### src/hdl/mrq_pkg.sv
// ----------------------------------------------------------------------------
// Message ring queue package
// Request and status codes and default sizes shared by the queue modules.
// ----------------------------------------------------------------------------
package mrq_pkg;

   // Default built depth of the slot ring and width of one message word.
   localparam int QUEUE_DEPTH_DEF   = 16;
   localparam int MESSAGE_WIDTH_DEF = 32;

   // Request codes carried on req_type.
   typedef enum logic [1:0] {
      REQ_SEND = 2'd0,
      REQ_JAM  = 2'd1,
      REQ_RECV = 2'd2
   } req_code_type;

   // Status codes returned on rsp_status.
   typedef enum logic [1:0] {
      STAT_DONE  = 2'd0,
      STAT_FULL  = 2'd1,
      STAT_EMPTY = 2'd2
   } status_code_type;

endpackage

### src/hdl/mrq_slot_ram.sv
// ----------------------------------------------------------------------------
// Message ring slot memory
// One write port and one read port with registered read data.
// ----------------------------------------------------------------------------
module mrq_slot_ram #(
   parameter int DEPTH = mrq_pkg::QUEUE_DEPTH_DEF,
   parameter int WIDTH = mrq_pkg::MESSAGE_WIDTH_DEF
) (
   input  logic                     clock,
   input  logic                     wr_en,
   input  logic [$clog2(DEPTH)-1:0] wr_addr,
   input  logic [WIDTH-1:0]         wr_data,
   input  logic                     rd_en,
   input  logic [$clog2(DEPTH)-1:0] rd_addr,
   output logic [WIDTH-1:0]         rd_data
);

   logic [WIDTH-1:0] mem_ff [DEPTH];
   logic [WIDTH-1:0] rd_data_ff;

   always_ff @(posedge clock) begin
      if (wr_en) begin
         mem_ff[wr_addr] <= wr_data;
      end
   end

   // Read data holds until the next read, so a stalled result keeps its word.
   always_ff @(posedge clock) begin
      if (rd_en) begin
         rd_data_ff <= mem_ff[rd_addr];
      end
   end

   assign rd_data = rd_data_ff;

endmodule

### src/hdl/message_ring_queue_with_jam_top.sv
// ----------------------------------------------------------------------------
// Message ring queue with head insert
// A ring of message slots serving send (tail write), jam (head insert) and
// receive (head read) requests, with a run-time capacity register.
// ----------------------------------------------------------------------------
//
//   Channel | Direction | Handshake            | Carries
//   --------+-----------+----------------------+----------------------------
//   req_    | in        | req_valid/req_stall  | req_type, req_message
//   rsp_    | out       | rsp_valid/rsp_stall  | rsp_status, rsp_read_message,
//           |           |                      | rsp_fill_count
//   csr_    | in        | csr_valid/csr_ready  | csr_capacity
//
// One transaction is taken per cycle when the result side keeps up. A request
// lands in an input register, is processed from there against the head index
// and fill count once the result register is free, and its result is
// registered in the result register. The head and count update, made as a
// request leaves the input register, sets the rate. Synchronous reset empties
// the queue and sets capacity to the built depth; slot contents are not
// cleared. A stalled result holds; the input register still takes one more
// transaction behind it before req_stall rises.
// ----------------------------------------------------------------------------
module message_ring_queue_with_jam_top #(
   parameter int QUEUE_DEPTH   = mrq_pkg::QUEUE_DEPTH_DEF,
   parameter int MESSAGE_WIDTH = mrq_pkg::MESSAGE_WIDTH_DEF
) (
   input  logic                             clock,
   input  logic                             reset,
   // Request channel.
   input  logic                             req_valid,
   output logic                             req_stall,
   input  logic [1:0]                       req_type,
   input  logic [MESSAGE_WIDTH-1:0]         req_message,
   // Result channel.
   output logic                             rsp_valid,
   input  logic                             rsp_stall,
   output logic [1:0]                       rsp_status,
   output logic [MESSAGE_WIDTH-1:0]         rsp_read_message,
   output logic [$clog2(QUEUE_DEPTH+1)-1:0] rsp_fill_count,
   // Capacity register write channel.
   input  logic                             csr_valid,
   output logic                             csr_ready,
   input  logic [$clog2(QUEUE_DEPTH+1)-1:0] csr_capacity
);

   // CNT_W holds any fill count up to the built depth; IDX_W addresses a slot.
   localparam int CNT_W = $clog2(QUEUE_DEPTH + 1);
   localparam int IDX_W = $clog2(QUEUE_DEPTH);
   localparam logic [CNT_W-1:0] DEPTH_CNT = CNT_W'(QUEUE_DEPTH);
   localparam logic [CNT_W-1:0] ONE_CNT   = CNT_W'(1);

   // Input register.
   logic                     in_valid_ff, in_valid_in;
   logic [1:0]               in_type_ff;
   logic [MESSAGE_WIDTH-1:0] in_msg_ff;

   // Queue state.
   logic [IDX_W-1:0] head_ff, head_in;
   logic [CNT_W-1:0] count_ff, count_in;
   logic [CNT_W-1:0] capacity_ff;

   // Result register.
   logic                          rsp_valid_ff, rsp_valid_in;
   mrq_pkg::status_code_type      status_ff, status_in;
   logic [CNT_W-1:0]              fill_ff;
   logic                          rd_sel_ff, rd_sel_in;
   logic [MESSAGE_WIDTH-1:0]      ram_rd_data;

   // Handshake and datapath control.
   logic             req_accept;
   logic             csr_write;
   logic             out_free;
   logic             advance;
   logic [CNT_W-1:0] cap_eff;
   logic             full;
   logic             empty;
   logic [CNT_W:0]   tail_sum;
   logic [CNT_W:0]   tail_pos;
   logic [CNT_W-1:0] head_ext;
   logic [CNT_W-1:0] head_dec;
   logic [CNT_W-1:0] head_inc;
   logic [CNT_W-1:0] head_fwd;
   logic             wr_en;
   logic [IDX_W-1:0] wr_addr;
   logic             rd_en;

   // The result register frees up when it is empty or being taken this cycle.
   assign out_free   = !rsp_valid_ff || !rsp_stall;
   assign advance    = in_valid_ff && out_free;
   assign req_stall  = in_valid_ff && !out_free;
   assign req_accept = req_valid && !req_stall;

   // Capacity writes wait for the input register to drain, so a write never
   // lands in the same cycle as a head and count update.
   assign csr_ready  = !in_valid_ff;
   assign csr_write  = csr_valid && csr_ready;

   // A capacity of zero behaves as one; anything above the built depth is
   // clamped to the built depth.
   always_comb begin
      if (capacity_ff == '0) begin
         cap_eff = ONE_CNT;
      end else if (capacity_ff > DEPTH_CNT) begin
         cap_eff = DEPTH_CNT;
      end else begin
         cap_eff = capacity_ff;
      end
   end

   assign full  = count_ff >= cap_eff;
   assign empty = count_ff == '0;

   // The head stays below the capacity and the count at or below it, so each
   // wrap below is at most one subtraction of the capacity.
   assign head_ext = CNT_W'(head_ff);
   assign tail_sum = {1'b0, head_ext} + {1'b0, count_ff};
   assign tail_pos = (tail_sum >= {1'b0, cap_eff}) ? tail_sum - {1'b0, cap_eff} : tail_sum;
   assign head_dec = (head_ff == '0) ? cap_eff - ONE_CNT : head_ext - ONE_CNT;
   assign head_inc = head_ext + ONE_CNT;
   assign head_fwd = (head_inc >= cap_eff) ? head_inc - cap_eff : head_inc;

   // Request decode: next head and count, memory access and status.
   always_comb begin
      head_in   = head_ff;
      count_in  = count_ff;
      status_in = mrq_pkg::STAT_DONE;
      rd_sel_in = 1'b0;
      wr_en     = 1'b0;
      wr_addr   = tail_pos[IDX_W-1:0];
      rd_en     = 1'b0;
      unique case (mrq_pkg::req_code_type'(in_type_ff))
         mrq_pkg::REQ_SEND: begin
            if (full) begin
               status_in = mrq_pkg::STAT_FULL;
            end else begin
               wr_en    = advance;
               count_in = count_ff + ONE_CNT;
            end
         end
         mrq_pkg::REQ_JAM: begin
            if (full) begin
               status_in = mrq_pkg::STAT_FULL;
            end else begin
               wr_en    = advance;
               wr_addr  = head_dec[IDX_W-1:0];
               head_in  = head_dec[IDX_W-1:0];
               count_in = count_ff + ONE_CNT;
            end
         end
         mrq_pkg::REQ_RECV: begin
            if (empty) begin
               status_in = mrq_pkg::STAT_EMPTY;
            end else begin
               rd_en     = advance;
               rd_sel_in = 1'b1;
               head_in   = head_fwd[IDX_W-1:0];
               count_in  = count_ff - ONE_CNT;
            end
         end
         default: begin
            // The unused request code leaves the queue as it is.
         end
      endcase
   end

   always_comb begin
      if (req_accept) begin
         in_valid_in = 1'b1;
      end else if (advance) begin
         in_valid_in = 1'b0;
      end else begin
         in_valid_in = in_valid_ff;
      end
   end

   always_comb begin
      if (advance) begin
         rsp_valid_in = 1'b1;
      end else if (!rsp_stall) begin
         rsp_valid_in = 1'b0;
      end else begin
         rsp_valid_in = rsp_valid_ff;
      end
   end

   // Control state.
   always_ff @(posedge clock) begin
      if (reset) begin
         in_valid_ff  <= 1'b0;
         rsp_valid_ff <= 1'b0;
         head_ff      <= '0;
         count_ff     <= '0;
         capacity_ff  <= DEPTH_CNT;
      end else begin
         in_valid_ff  <= in_valid_in;
         rsp_valid_ff <= rsp_valid_in;
         if (csr_write) begin
            // A new capacity starts an empty queue; slot contents stay.
            capacity_ff <= csr_capacity;
            head_ff     <= '0;
            count_ff    <= '0;
         end else if (advance) begin
            head_ff  <= head_in;
            count_ff <= count_in;
         end
      end
   end

   // Payload registers.
   always_ff @(posedge clock) begin
      if (req_accept) begin
         in_type_ff <= req_type;
         in_msg_ff  <= req_message;
      end
      if (advance) begin
         status_ff <= status_in;
         fill_ff   <= count_in;
         rd_sel_ff <= rd_sel_in;
      end
   end

   mrq_slot_ram #(
      .DEPTH (QUEUE_DEPTH),
      .WIDTH (MESSAGE_WIDTH)
   ) u_slot_ram (
      .clock   (clock),
      .wr_en   (wr_en),
      .wr_addr (wr_addr),
      .wr_data (in_msg_ff),
      .rd_en   (rd_en),
      .rd_addr (head_ff),
      .rd_data (ram_rd_data)
   );

   assign rsp_valid        = rsp_valid_ff;
   assign rsp_status       = status_ff;
   assign rsp_fill_count   = fill_ff;
   assign rsp_read_message = rd_sel_ff ? ram_rd_data : '0;

endmodule

### config.mk
export PLATFORM = sky130hd
export DESIGN_NAME = message_ring_queue_with_jam_top
export DESIGN_NICKNAME = d
export VERILOG_FILES = /design/src/hdl/mrq_pkg.sv /design/src/hdl/mrq_slot_ram.sv /design/src/hdl/message_ring_queue_with_jam_top.sv
export SDC_FILE = /design/constraint.sdc
export NUM_CORES = 1
export LEC_CHECK = 0
export ABC_CLOCK_PERIOD_IN_PS = 5400
export BUFFER_PORTS_ARGS = -buffer_cell sky130_fd_sc_hd__buf_2
export CORE_MARGIN = 5
export CORE_UTILIZATION = 33
export CTS_BUF_LIST = sky130_fd_sc_hd__clkbuf_2
export DETAILED_ROUTE_END_ITERATION = 8
export GPL_TIMING_DRIVEN = 1
export MAX_ROUTING_LAYER = met4
export PLACE_DENSITY = 0.49
export SYNTH_ARGS = -nofsm -noshare
export SYNTH_HDL_FRONTEND = slang
export SYNTH_SLANG_ARGS = --single-unit
### constraint.sdc
create_clock -name clock -period 5.4 [get_ports clock]
set_input_delay 0 -clock clock [delete_from_list [all_inputs] [get_ports clock]]
set_output_delay 0 -clock clock [all_outputs]
set_load 0.03 [all_outputs]
# Word level (Yosys, flattened, before mapping)
# Memory sizes are Yosys's and may differ from the RTL's. A register that Yosys moved wholly into a read port is not among the register bits.
# Index checks and enable logic that the tools add are counted.
# Widths: inputs -> output; s select.
totals:
  output_inout_bits: 42
  elab_cells: 75
  input_bits: 44
  mem_count: 1
  ram_bits: 512
  reg_bits: 58
memory_table:
  columns: ["memory", "words", "width", "read_ports", "rd_clocked_by_memory_dff", "wr", "line", "text"]
  rows:
  - ["u_slot_ram.mem_ff", 16, 32, 1, 1, 1, "mrq_slot_ram.sv:18", "logic [WIDTH-1:0] mem_ff [DEPTH];"]
op_classes:
  n_eq_ne: 5
  mux: 28
  n_reduce_logical: 19
  magnitude_cmp: 4
  addsub: 8
op_table:
  columns: ["cell", "count"]
  rows:
  - ["$mux 32", 1]
  - ["$mux 4", 7]
  - ["$mux 5", 4]
  - ["$mux 1", 12]
  - ["$ge 5x5->1", 2]
  - ["$logic_not 5->1", 2]
  - ["$pmux 5 s2", 1]
  - ["$pmux 4 s2", 1]
  - ["$sub 4x1->4 const B", 2]
  - ["$sub 4x4->4", 2]
  - ["$add 4x5->6", 1]
  - ["$ge 6x5->1", 1]
  - ["$add 4x1->5 const B", 1]
  - ["$add 5x1->5 const B", 1]
  - ["$gt 5x5->1 const B", 1]
  - ["$logic_not 1->1", 5]
  - ["$sub 5x1->5 const B", 1]
  - ["$logic_and 1x1->1", 4]
  - ["$logic_not 4->1", 1]
  - ["$ne 2x2->1 const B", 2]
  - ["$pmux 2 s2", 1]
  - ["$reduce_and 4->1", 1]
  - ["$reduce_bool 2->1", 2]
  - ["$reduce_or 2->1", 2]
  - ["6 further kinds", 6]

# Depth between registers and ports, before layout
# Gate-level depths: netlist of run 1.
logic_depth:
  word_depth: 8
  ltp_mapped: 16
  ltp_nobuf: 13

# Modules after synthesis
# A second synthesis of run 1 with hierarchy kept.
unflattened:
  hier_cells: 1160
  area_unflattened_um2: 23595.1
by_module_without_submodules:
  columns: ["module", "cells_per_inst", "instances", "seq_area_each_um2", "area_per_inst_um2"]
  rows:
  - ["mrq_slot_ram", 838, 1, 16335.7, 20155.6]
  - ["message_ring_queue_with_jam_top", 322, 1, 1581.5, 3439.5]

# Worst setup path after synthesis of run 1
# Ideal clock, no wire load.
synth_timing:
  path_kind: "register to register"
  startpoint: "register head_ff[1]"
  endpoint: "memory u_slot_ram.mem_ff[12][0] in the netlist's numbering, enable pin"
  t_arrival_ps: 5085
  setup_slack_ps: -109
  synth_period_minus_slack_ps: 5509
  stages_incl_launch_ff: 16
  n_path_buf: 4
  setup_ps: 425
  cell_sequence: "dfxtp_1 clkbuf_1 buf_1 clkbuf_1 inv_1 fa_1 xor2_1 inv_1 ha_1 nand2_1 o21ai_1 a221o_1 buf_2 mux2i_1 a211oi_1 nor2b_1"
synth_via:
  elab_chain_len: 5
  elab_cells_between_ends: 9
synth_rtl:
  columns: ["item", "line", "text"]
  rows:
  - ["start, declared", "message_ring_queue_with_jam_top.sv:58", "logic [IDX_W-1:0] head_ff, head_in;"]
  - ["start signal, assigned", "message_ring_queue_with_jam_top.sv:203", "head_ff <= head_in;"]
  - ["$add 4x5->6", "message_ring_queue_with_jam_top.sv:116", "assign tail_sum = {1'b0, head_ext} + {1'b0, count_ff};"]
  - ["$ge 6x5->1 or $sub 4x4->4 (tied branches)", "message_ring_queue_with_jam_top.sv:117", "assign tail_pos = (tail_sum >= {1'b0, cap_eff}) ? tail_sum - {1'b0, cap_eff} : tail_sum;"]
  - ["$mux 4", "message_ring_queue_with_jam_top.sv:117", null]
  - ["$mux 4", "message_ring_queue_with_jam_top.sv:141", "if (full) begin"]
  - ["$mux 4 *", "message_ring_queue_with_jam_top.sv:131", "unique case (mrq_pkg::req_code_type'(in_type_ff))"]
  - ["end, declared", "mrq_slot_ram.sv:18", null]
# Every way passes the cells marked *; elsewhere a longest branch is shown, timed or not.

# Worst setup path in the final report of run 1
layout_timing:
  startpoint: "register head_ff[1]"
  endpoint: "register head_ff[0]"
layout_via:
  elab_chain_len: 5
  elab_cells_between_ends: 8
layout_rtl:
  columns: ["item", "line", "text"]
  rows:
  - ["$add 4x1->5", "message_ring_queue_with_jam_top.sv:119", "assign head_inc = head_ext + ONE_CNT;"]
  - ["$ge 5x5->1", "message_ring_queue_with_jam_top.sv:120", "assign head_fwd = (head_inc >= cap_eff) ? head_inc - cap_eff : head_inc;"]
  - ["$mux 4", "message_ring_queue_with_jam_top.sv:120", null]
  - ["$mux 4", "message_ring_queue_with_jam_top.sv:151", "if (empty) begin"]
  - ["$pmux 4 s2 *", "message_ring_queue_with_jam_top.sv:131", null]
# Every way passes the cells marked *; elsewhere a longest branch is shown, timed or not. The select of a mux whose other input is x is not followed.
# A chain may end at the register's enable or synchronous reset.

==> results of run 1 <==
## final timing paths
check | from | end | slack [ns] | depth (start not counted)
max | head_ff[1]$_SDFFE_PP0P_ | head_ff[0]$_SDFFE_PP0P_ | 0.53 | 12
min | rsp_stall | count_ff[1]$_SDFFE_PP0P_ | 0.46 | 6
max reg2reg | head_ff[1]$_SDFFE_PP0P_ | head_ff[0]$_SDFFE_PP0P_ | 0.53 | 12
min reg2reg | count_ff[0]$_SDFFE_PP0P_ | count_ff[0]$_SDFFE_PP0P_ | 0.60 | 2
## worst max-delay path, delay by kind of cell, from the launching register on
family / cells / cell delay (ns)
buf+inv: 3 / 2.23
compound gates: 5 / 0.94
fa+ha+maj: 2 / 0.63
flops: 1 / 0.55
xor+xnor: 1 / 0.20
mux: 1 / 0.13
## power by group
group	internal, uW	switching, uW	leakage [uW]	total [uW]
clock	1370	1820	0.00107	3200
combinational	241	277	0.00294	518
sequential	5190	72.4	0.00543	5260
total	6800	2170	0.00944	8970
## sequential cells by signal, indices dropped and copies added, names as in the netlist
register and flops:
in_valid_ff 1, u_slot_ram.rd_data 32, in_msg_ff 32, rsp_valid 1, head_ff 4, rsp_status 2
u_slot_ram.mem_ff 512, rd_sel_ff 1, capacity_ff 5, in_type_ff 2, rsp_fill_count 5, count_ff 5
## layer usage
layer	vias up	track usage, %	wire [um]
li1	5518	-	-
met1	6575	19.0	24200
met3	88	3.80	2840
met5	-	-	0
met4	0	6.09	1310
met2	310	23.6	27400
## area by class of cell
cell class | instances | area (um2) | share of cell area [%]
inverters | 27 | 101 | 0.355
clock inverters | 48 | 374 | 1.31
clock buffers | 217 | 1090 | 3.80
diodes | 4 | 10.0 | 0.0351
multi-input cells | 449 | 5740 | 20.1
well taps | 950 | 1190 | 4.16
flip-flops and latches | 602 | 17900 | 62.8
repair buffers | 258 | 2110 | 7.39
## placed cells by master, fill, tap and decap left out, types with 6 or more instances in the layout
master	instances
mux2i_1	11
clkbuf_2	217
o21ai_1	8
o21ai_0	15
ha_1	28
o211ai_1	6
a21oi_1	25
edfxtp_1	586
dlygate4sd3_1	134
nor2_4	13
nand2_1	18
clkinv_1	30
buf_2	85
and2_1	32
nor2_1	33
bufinv_16	6
buf_4	35
inv_1	24
dfxtp_1	12
mux4_2	160
## cells by family after synthesis
kind of cell	Yosys count	share of synthesized area, %
compound gates	96	2.80
xor+xnor	9	0.362
fa+ha+maj	31	1.72
buf+inv	78	1.29
flops	602	75.2
mux	172	15.6
simple gates	141	3.05
## stage by stage
stage / util, % / std cells / power [uW]
2_1_floorplan: - / 1129 / 5630
3_3_place_gp: 35.9 / 2152 / 5810
3_5_place_dp: 35.9 / 2152 / 5820
4_1_cts: 39.8 / 2551 / 9160
5_1_grt: 39.9 / 2555 / 9480
6_report: 39.9 / 2555 / 8970
==> results_dict.tcl, run 1 <==
set metrics [dict create \
    status "finished, final reports clean" \
    drc 0 \
    area_delta_synth_final_pct 19.7 \
    dieArea_um2 77700 \
    fillers 6595 \
    fin_area_um2 28500 \
    finalHoldViolCount 0 \
    postCtsSetupBuffers 0 \
    synth_fp_nets 1204 \
    ys_ff_latch 602 \
    start_kind "flip-flop" \
    syn_area_um2 23800 \
    worstPathRequired_ns 6.55 \
    synth_largest_area_cell "edfxtp_1" \
    start_util_pct 33.3 \
    yosysTopAreaCellShare_pct 73.8 \
    place_congestion 0.829 \
    core-area_um2 71600 \
    vias_per_cell 4.89 \
    netlist_top_cells_count "edfxtp_1, mux4_2, nor2_1" \
    io_pins 86 \
    clkSlewWorstSetupHoldPaths_ns 0.11 \
    globalRouteOverflowTotal 0 \
    fp.dieW_um 279 \
    slew_headroom_pct 36.4 \
    grt_antenna_before_repair 4 \
    drt_iter0_drc 693 \
    skew_ns 0.0783 \
    firstDrtPassIters 5 \
    crit_slowest_cell "buf_4" \
    nNetsFinal 1572 \
    cts_buffers 159 \
    drive_gt1_share_pct 34.5 \
    leakagePower_uw 0.00944 \
    vias 12491 \
    synth_area_per_cell_um2 21.1 \
    setup_ws_ns 0.532 \
    grt_pass1_wl_um 85300 \
    worstPathArrival_ns 6.02 \
    first_global_vias 13493 \
    slew_viol_final 0 \
    clk_latency_ns 1.28 \
    period_needed_ns 4.87 \
    htree_levels 4 \
    cts_tree "done" \
    cts-resized-gates 0 \
    synth.most_common_cell "edfxtp_1" \
    ctsLongestPathBuffers 3 \
    track_usage_pct 15.1 \
    syn_inst 1129 \
    cap_violations 0 \
    portBuffers 85 \
    setup_viol_count_final 0 \
    wl_um 55800 \
    clock-sinks 602 \
    pre_cts_slack_ns 0.712 \
    async_reset_ff_share_pct 0 \
    max_freq_mhz 205 \
    synth_edf_count 586 \
    rsz0062_at_grt "no" \
    hp-class "primary input to flip-flop" \
    finalCritPeriodShare_pct 90.1 \
    synth_cell_types 58 \
    final_antenna_net_count 0 \
    dieHeight_um 279 \
    clockRootBuffer "clkbuf_2" \
    fin_setup_tns_ns 0 \
    powerDensity_nw_per_um2 314 \
    fp-row-count 98 \
    max_slew.worst_pin.slew_ns 0.954 \
    grt_max_degree 102 \
    postCtsHoldBufs 134 \
    path_class "flip-flop to flip-flop" \
    synthTopCellsByArea "edfxtp_1, mux4_2, ha_1" \
    ys_seq_area_share_pct 75.2 \
    whs_ns 0.461 \
    ir_worst_vdd_mv 0.159 \
    worstSetupEndpointType "flip-flop" \
    place_area_um2 25700 \
    dpl.hpwl_um 32000 \
    path_cells "buf_4 > buf_4 > ha_1 > xor2_1 > ha_1 > o21a_1 > o31a_1 > o22ai_1 > mux2i_1 > a21oi_1 > a21oi_1 > dlygate4sd3_1" \
    synth_ff_type "edfxtp_1" \
    routedWlPerCell_um 21.8 \
    yosys_warnings 0 \
    worstPathMaxFanout 62 \
    max_stage_delay_ns 0.87 \
]
No activity file was read; power rests on OpenSTA's default activity.
==> inputs of run 2 (changes only) <==
--- a/config.mk
+++ b/config.mk
@@ -13,7 +13,6 @@
 export DETAILED_ROUTE_END_ITERATION = 8
 export GPL_TIMING_DRIVEN = 1
 export MAX_ROUTING_LAYER = met4
-export PLACE_DENSITY = 0.49
 export SYNTH_ARGS = -nofsm -noshare
 export SYNTH_HDL_FRONTEND = slang
 export SYNTH_SLANG_ARGS = --single-unit
==> results_dict.tcl, run 2 (synthesis gave the netlist of run 1 again) <==
set metrics [dict create \
    portBuffers 85 \
    globalRouteOverflowTotal 0 \
    cts_buffers 157 \
    fp.dieW_um 279 \
    fillers 6562 \
    path_class "flip-flop to flip-flop" \
    reg2reg_from "count_ff[0]$_SDFFE_PP0P_" \
    final_antenna_net_count 0 \
    dieArea_um2 77700 \
    slew_headroom_pct 22.4 \
    max_slew.worst_pin.slew_ns 1.16 \
    clk_latency_ns 1.31 \
    place_area_um2 25600 \
    ir_worst_vdd_mv 0.140 \
    fp-row-count 98 \
    hp-start "reset" \
    r2r_end "u_slot_ram.mem_ff[3][26]$_DFFE_PP_" \
    start_kind "flip-flop" \
    clockRootBuffer "clkbuf_2" \
    start_util_pct 33.3 \
    leakagePower_uw 0.00936 \
    seqPwrFrac_pct 59.2 \
    clock-sinks 602 \
    dpl.hpwl_um 30000 \
    drt_iter0_drc 902 \
    drc 0 \
    place_congestion 0.827 \
    largest-register "u_slot_ram.mem_ff" \
    largest_reg_flops 512 \
    path_cells "ha_1 > inv_1 > fa_1 > xor2_1 > inv_1 > ha_1 > nand2_1 > o21ai_1 > a221o_1 > mux2i_1 > o211ai_1 > nor2_4 > buf_4" \
    cap_violations 0 \
    fin_area_um2 28400 \
    cts-resized-gates 0 \
    hp-class "primary input to flip-flop" \
    setup_viol_count_final 0 \
    switching_power_uw 2160 \
    grt_pass1_wl_um 81500 \
    max_freq_mhz 210 \
    rsz0062_at_grt "no" \
    worstPathArrival_ns 5.64 \
    htree_levels 4 \
    finalCritPeriodShare_pct 88.1 \
    period_needed_ns 4.76 \
    io_pins 86 \
    firstDrtPassIters 5 \
    p_clk_share_pct 35.1 \
    grt_antenna_before_repair 2 \
    status "finished, final reports clean" \
    powerDensity_nw_per_um2 313 \
    slew_viol_final 0 \
    finalHoldViolCount 0 \
    max_stage_delay_ns 0.74 \
    r2r_slack_ns 0.64 \
    holdPathStages 4 \
    worstPathMaxFanout 19 \
    layout_common_cells "edfxtp_1, clkbuf_2, mux4_2" \
    fin_setup_tns_ns 0 \
    vias 12402 \
    clkSlewWorstSetupHoldPaths_ns 0.08 \
    area_delta_synth_final_pct 19.0 \
    ctsLongestPathBuffers 3 \
    p_int_uw 6720 \
    core-area_um2 71600 \
    switching_share_pct 24.3 \
    drive_gt1_share_pct 34.6 \
    first_global_vias 13441 \
    routedWlPerCell_um 20.9 \
    grt_max_degree 114 \
    dieHeight_um 279 \
    worstSetupEndpointType "flip-flop" \
    wl_um 53200 \
    final_common_cell "edfxtp_1" \
    vias_per_cell 4.88 \
    skew_ns 0.127 \
    worstPathRequired_ns 6.28 \
    reg2reg_depth 13 \
    cts_tree "done" \
    track_usage_pct 14.3 \
    worstHoldEndpoint "rsp_valid$_SDFFE_PP0P_" \
    crit_slowest_cell "nor2_4" \
    p_comb_share_pct 5.7 \
    nNetsFinal 1558 \
    postCtsSetupBuffers 0 \
]
## run 2: metal layers
metal	part of all wire [%]	up-vias	track usage, %
met2	49	316	22.4
li1	-	5485	-
met3	4.6	86	3.57
met1	45	6515	18.4
met5	0	-	-
met4	1.9	0	4.78
## run 2: area by class of cell
cell class              instances  area [um2]  share of cell area, %
flip-flops and latches        602       17900                   63.2
multi-input cells             449        5740                   20.2
repair buffers                246        1990                   7.00
well taps                     950        1190                   4.19
clock buffers                 222        1110                   3.92
clock inverters                42         304                   1.07
inverters                      27         101                  0.357
diodes                          4        10.0                 0.0353
## run 2: worst max-delay path, delay by kind of cell (launching register included)
family | cells | cell delay (ns)
and+or+nand+nor | 2 | 0.81
DFF | 1 | 0.46
AOI/OAI and AO/OA | 3 | 0.93
buffers and inverters | 3 | 0.53
xor gates and xnor gates | 1 | 0.32
adders and majority gates | 3 | 1.01
muxes | 1 | 0.25
## run 2: repair_timing
| item | 4_1_cts | 5_1_grt |
|---|---|---|
| hold buffers | 131 | 0 |
| endpoints found under the hold margin | 159 | 0 |
| setup endpoints to repair | 0 | 0 |
## run 2: worst max path at each step
stage               slack, ns                            endpoint                startpoint
finish                   0.64  u_slot_ram.mem_ff[3][26]$_DFFE_PP_  count_ff[0]$_SDFFE_PP0P_
global placement         0.92  u_slot_ram.mem_ff[3][17]$_DFFE_PP_  count_ff[0]$_SDFFE_PP0P_
detailed placement       0.74  u_slot_ram.mem_ff[9][18]$_DFFE_PP_  count_ff[0]$_SDFFE_PP0P_
global route             0.37  u_slot_ram.mem_ff[3][26]$_DFFE_PP_  count_ff[0]$_SDFFE_PP0P_
CTS                      0.64   u_slot_ram.mem_ff[9][8]$_DFFE_PP_  count_ff[0]$_SDFFE_PP0P_
floorplan                0.03  u_slot_ram.mem_ff[15][0]$_DFFE_PP_   head_ff[1]$_SDFFE_PP0P_
## run 2: through the flow
| step | setup slack, ns | util [%] | hold WS (ns) | cells | total power, uW |
|---|---|---|---|---|---|
| global placement | 0.915 | 35.8 | 0.181 | 2143 | 5800 |
| floorplan | 0.0288 | - | 0.0989 | 1129 | 5630 |
| CTS | 0.645 | 39.6 | 0.0657 | 2538 | 9050 |
| finish | 0.642 | 39.6 | 0.272 | 2542 | 8880 |
| global route | 0.371 | 39.6 | 0.153 | 2541 | 9350 |
| detailed placement | 0.739 | 35.8 | 0.178 | 2143 | 5810 |
## run 2: power by group through the flow
stage                     clock network [uW]  registers, uW  logic [uW]
final                                   3120           5260         510
after global routing                    3520           5270         553
after CTS                               3270           5260         518
after detailed placement                   0           5370         442
after global placement                     0           5360         438
after floorplan                            0           5340         287
==> inputs of run 3 (changes only) <==
--- a/config.mk
+++ b/config.mk
@@ -13,6 +13,7 @@
 export DETAILED_ROUTE_END_ITERATION = 8
 export GPL_TIMING_DRIVEN = 1
 export MAX_ROUTING_LAYER = met4
+export RECOVER_POWER = 100
 export SYNTH_ARGS = -nofsm -noshare
 export SYNTH_HDL_FRONTEND = slang
 export SYNTH_SLANG_ARGS = --single-unit
==> constraint.sdc (replaced) <==
create_clock -name clock -period 5.4 [get_ports clock]
set_input_delay 0 -clock clock [delete_from_list [all_inputs] [get_ports clock]]
set_output_delay 0 -clock clock [all_outputs]
set_load 0.1 [all_outputs]
==> results_dict.tcl, run 3 (synthesis gave the netlist of run 1 again) <==
set metrics [dict create \
    grt_pass1_wl_um 81500 \
    nNetsFinal 1558 \
    largest_reg_flops 512 \
    skew_ns 0.138 \
    cts-resized-gates 0 \
    drive_gt1_share_pct 31.0 \
    leakagePower_uw 0.00918 \
    portBuffers 85 \
    crit_family "compound AO/OA/AOI/OAI gates" \
    slew_headroom_pct -102 \
    start_kind "flip-flop" \
    violations "capacitance limit, slew limit" \
    dieHeight_um 279 \
    ctsLongestPathBuffers 3 \
    clock-sinks 602 \
    drc 0 \
    htree_levels 4 \
    path_cells "ha_1 > inv_1 > fa_1 > xor2_1 > inv_1 > ha_1 > nand2_1 > o21ai_0 > a221o_1 > or3_1 > a31o_1 > a2111oi_0 > clkbuf_2" \
    worst-path-buf-inv 3 \
    powerDensity_nw_per_um2 317 \
    cap_violations 5 \
    largest-register "u_slot_ram.mem_ff" \
    slew_viol_final 150 \
    firstDrtPassIters 5 \
    vias 12412 \
    routedWlPerCell_um 21.0 \
    post-route-util_pct 39.4 \
    max_slew.worst_pin.slew_ns 3.03 \
    worstPathRequired_ns 6.27 \
    final_antenna_net_count 0 \
    clk_latency_ns 1.35 \
    power_uw 8940 \
    fp-row-count 98 \
    clkSlewWorstSetupHoldPaths_ns 0.08 \
    status "complete, but fails checks" \
    setup_viol_count_final 0 \
    cts_tree "done" \
    rsz0062_at_grt "no" \
    crit_slowest_cell "clkbuf_2" \
    cts_buffers 157 \
    fin_setup_tns_ns 0 \
    core-area_um2 71600 \
    dpl.hpwl_um 30000 \
    grt_max_degree 114 \
    finalCritPeriodShare_pct 93.1 \
    place_congestion 0.827 \
    grt_antenna_before_repair 2 \
    final_common_cell "edfxtp_1" \
    max_stage_delay_ns 0.67 \
    clockRootBuffer "clkbuf_2" \
    worstPathMaxFanout 18 \
    worstSetupEndpointType "flip-flop" \
    hp-class "primary input to flip-flop" \
    max_freq_mhz 199 \
    area_delta_synth_final_pct 18.3 \
    dieArea_um2 77700 \
    layout_common_cells "edfxtp_1, clkbuf_2, mux4_2" \
    vias_per_cell 4.88 \
    start_util_pct 33.3 \
    track_usage_pct 14.3 \
    finalHoldViolCount 0 \
    drt_iter0_drc 894 \
    fp.dieW_um 279 \
    io_pins 86 \
    path_class "flip-flop to flip-flop" \
    wl_um 53300 \
    first_global_vias 13441 \
    ir_worst_vdd_mv 0.139 \
    period_needed_ns 5.03 \
    worstPathArrival_ns 5.89 \
    globalRouteOverflowTotal 0 \
]
[run 3: cell types whose count changed in the layout (fill, tap and decap cells not counted), moves of 2 or more]
cell / delta
clkbuf_1: +50
clkbuf_2: +13
buf_2: -41
o21ai_0: +5
nor2_4: -2
buf_4: -22
o21ai_1: -5
[run 3: area by class of cell]
type / count / area [um2]
diodes: 5 / 12.5
clock buffers: 222 / 1110
clock inverters: 42 / 304
fillers: 6601 / 43400
inverters: 27 / 101
multi-input cells: 449 / 5700
flip-flops and latches: 602 / 17900
well taps: 950 / 1190
repair buffers: 246 / 1870
[run 3: worst register-to-register path, delay by kind of cell, from the launching register on]
family | cells | cell delay [ns]
compound gates | 4 | 1.46
buf+inv | 3 | 0.81
flops | 1 | 0.45
simple gates | 2 | 0.49
fa+ha+maj | 3 | 1.00
xor+xnor | 1 | 0.33
[run 3: power breakdown]
group / total (uW) / internal [uW] / switching [uW] / leakage [uW]
clock: 3120 / 1300 / 1820 / 0.00106
combinational: 559 / 233 / 325 / 0.00269
sequential: 5260 / 5190 / 68.9 / 0.00543
[run 3: repair_timing]
| action | 4_1_cts | 5_1_grt |
|---|---|---|
| hold endpoints to repair | 159 | 0 |
| hold buffers | 131 | 0 |
| endpoints found under the setup margin | 0 | 0 |
| setup buffers | 0 | 0 |
[run 3: final timing paths]
kind	from	end	slack (ns)	cells after the start
setup / recovery	count_ff[0]$_SDFFE_PP0P_	u_slot_ram.mem_ff[4][8]$_DFFE_PP_	0.37	13
hold / removal	reset	rsp_valid$_SDFFE_PP0P_	0.26	4
hold reg to reg	in_valid_ff$_SDFFE_PP0P_	rsp_valid$_SDFFE_PP0P_	0.53	2
setup reg to reg	count_ff[0]$_SDFFE_PP0P_	u_slot_ram.mem_ff[4][8]$_DFFE_PP_	0.37	13
[run 3: metal layers]
layer  up-vias  track usage (%)  part of all wire (%)
met2       338             22.4                    49
met1      6501             18.4                    44
met3        84             3.57                   5.1
met4         0             4.78                   1.9
li1       5489                -                     -
met5         -                -                     0
[run 3: metrics by stage]
| step | setup WS [ns] | cells | cell area, um2 | hold slack, ns |
|---|---|---|---|---|
| 2_1_floorplan | 0.0288 | 1129 | 23800 | 0.0989 |
| 3_3_place_gp | 0.915 | 2143 | 25600 | 0.181 |
| 3_5_place_dp | 0.739 | 2143 | 25600 | 0.178 |
| 4_1_cts | 0.645 | 2538 | 28400 | 0.0657 |
| 5_1_grt | 0.201 | 2541 | 28200 | 0.153 |
| 6_report | 0.372 | 2543 | 28200 | 0.263 |
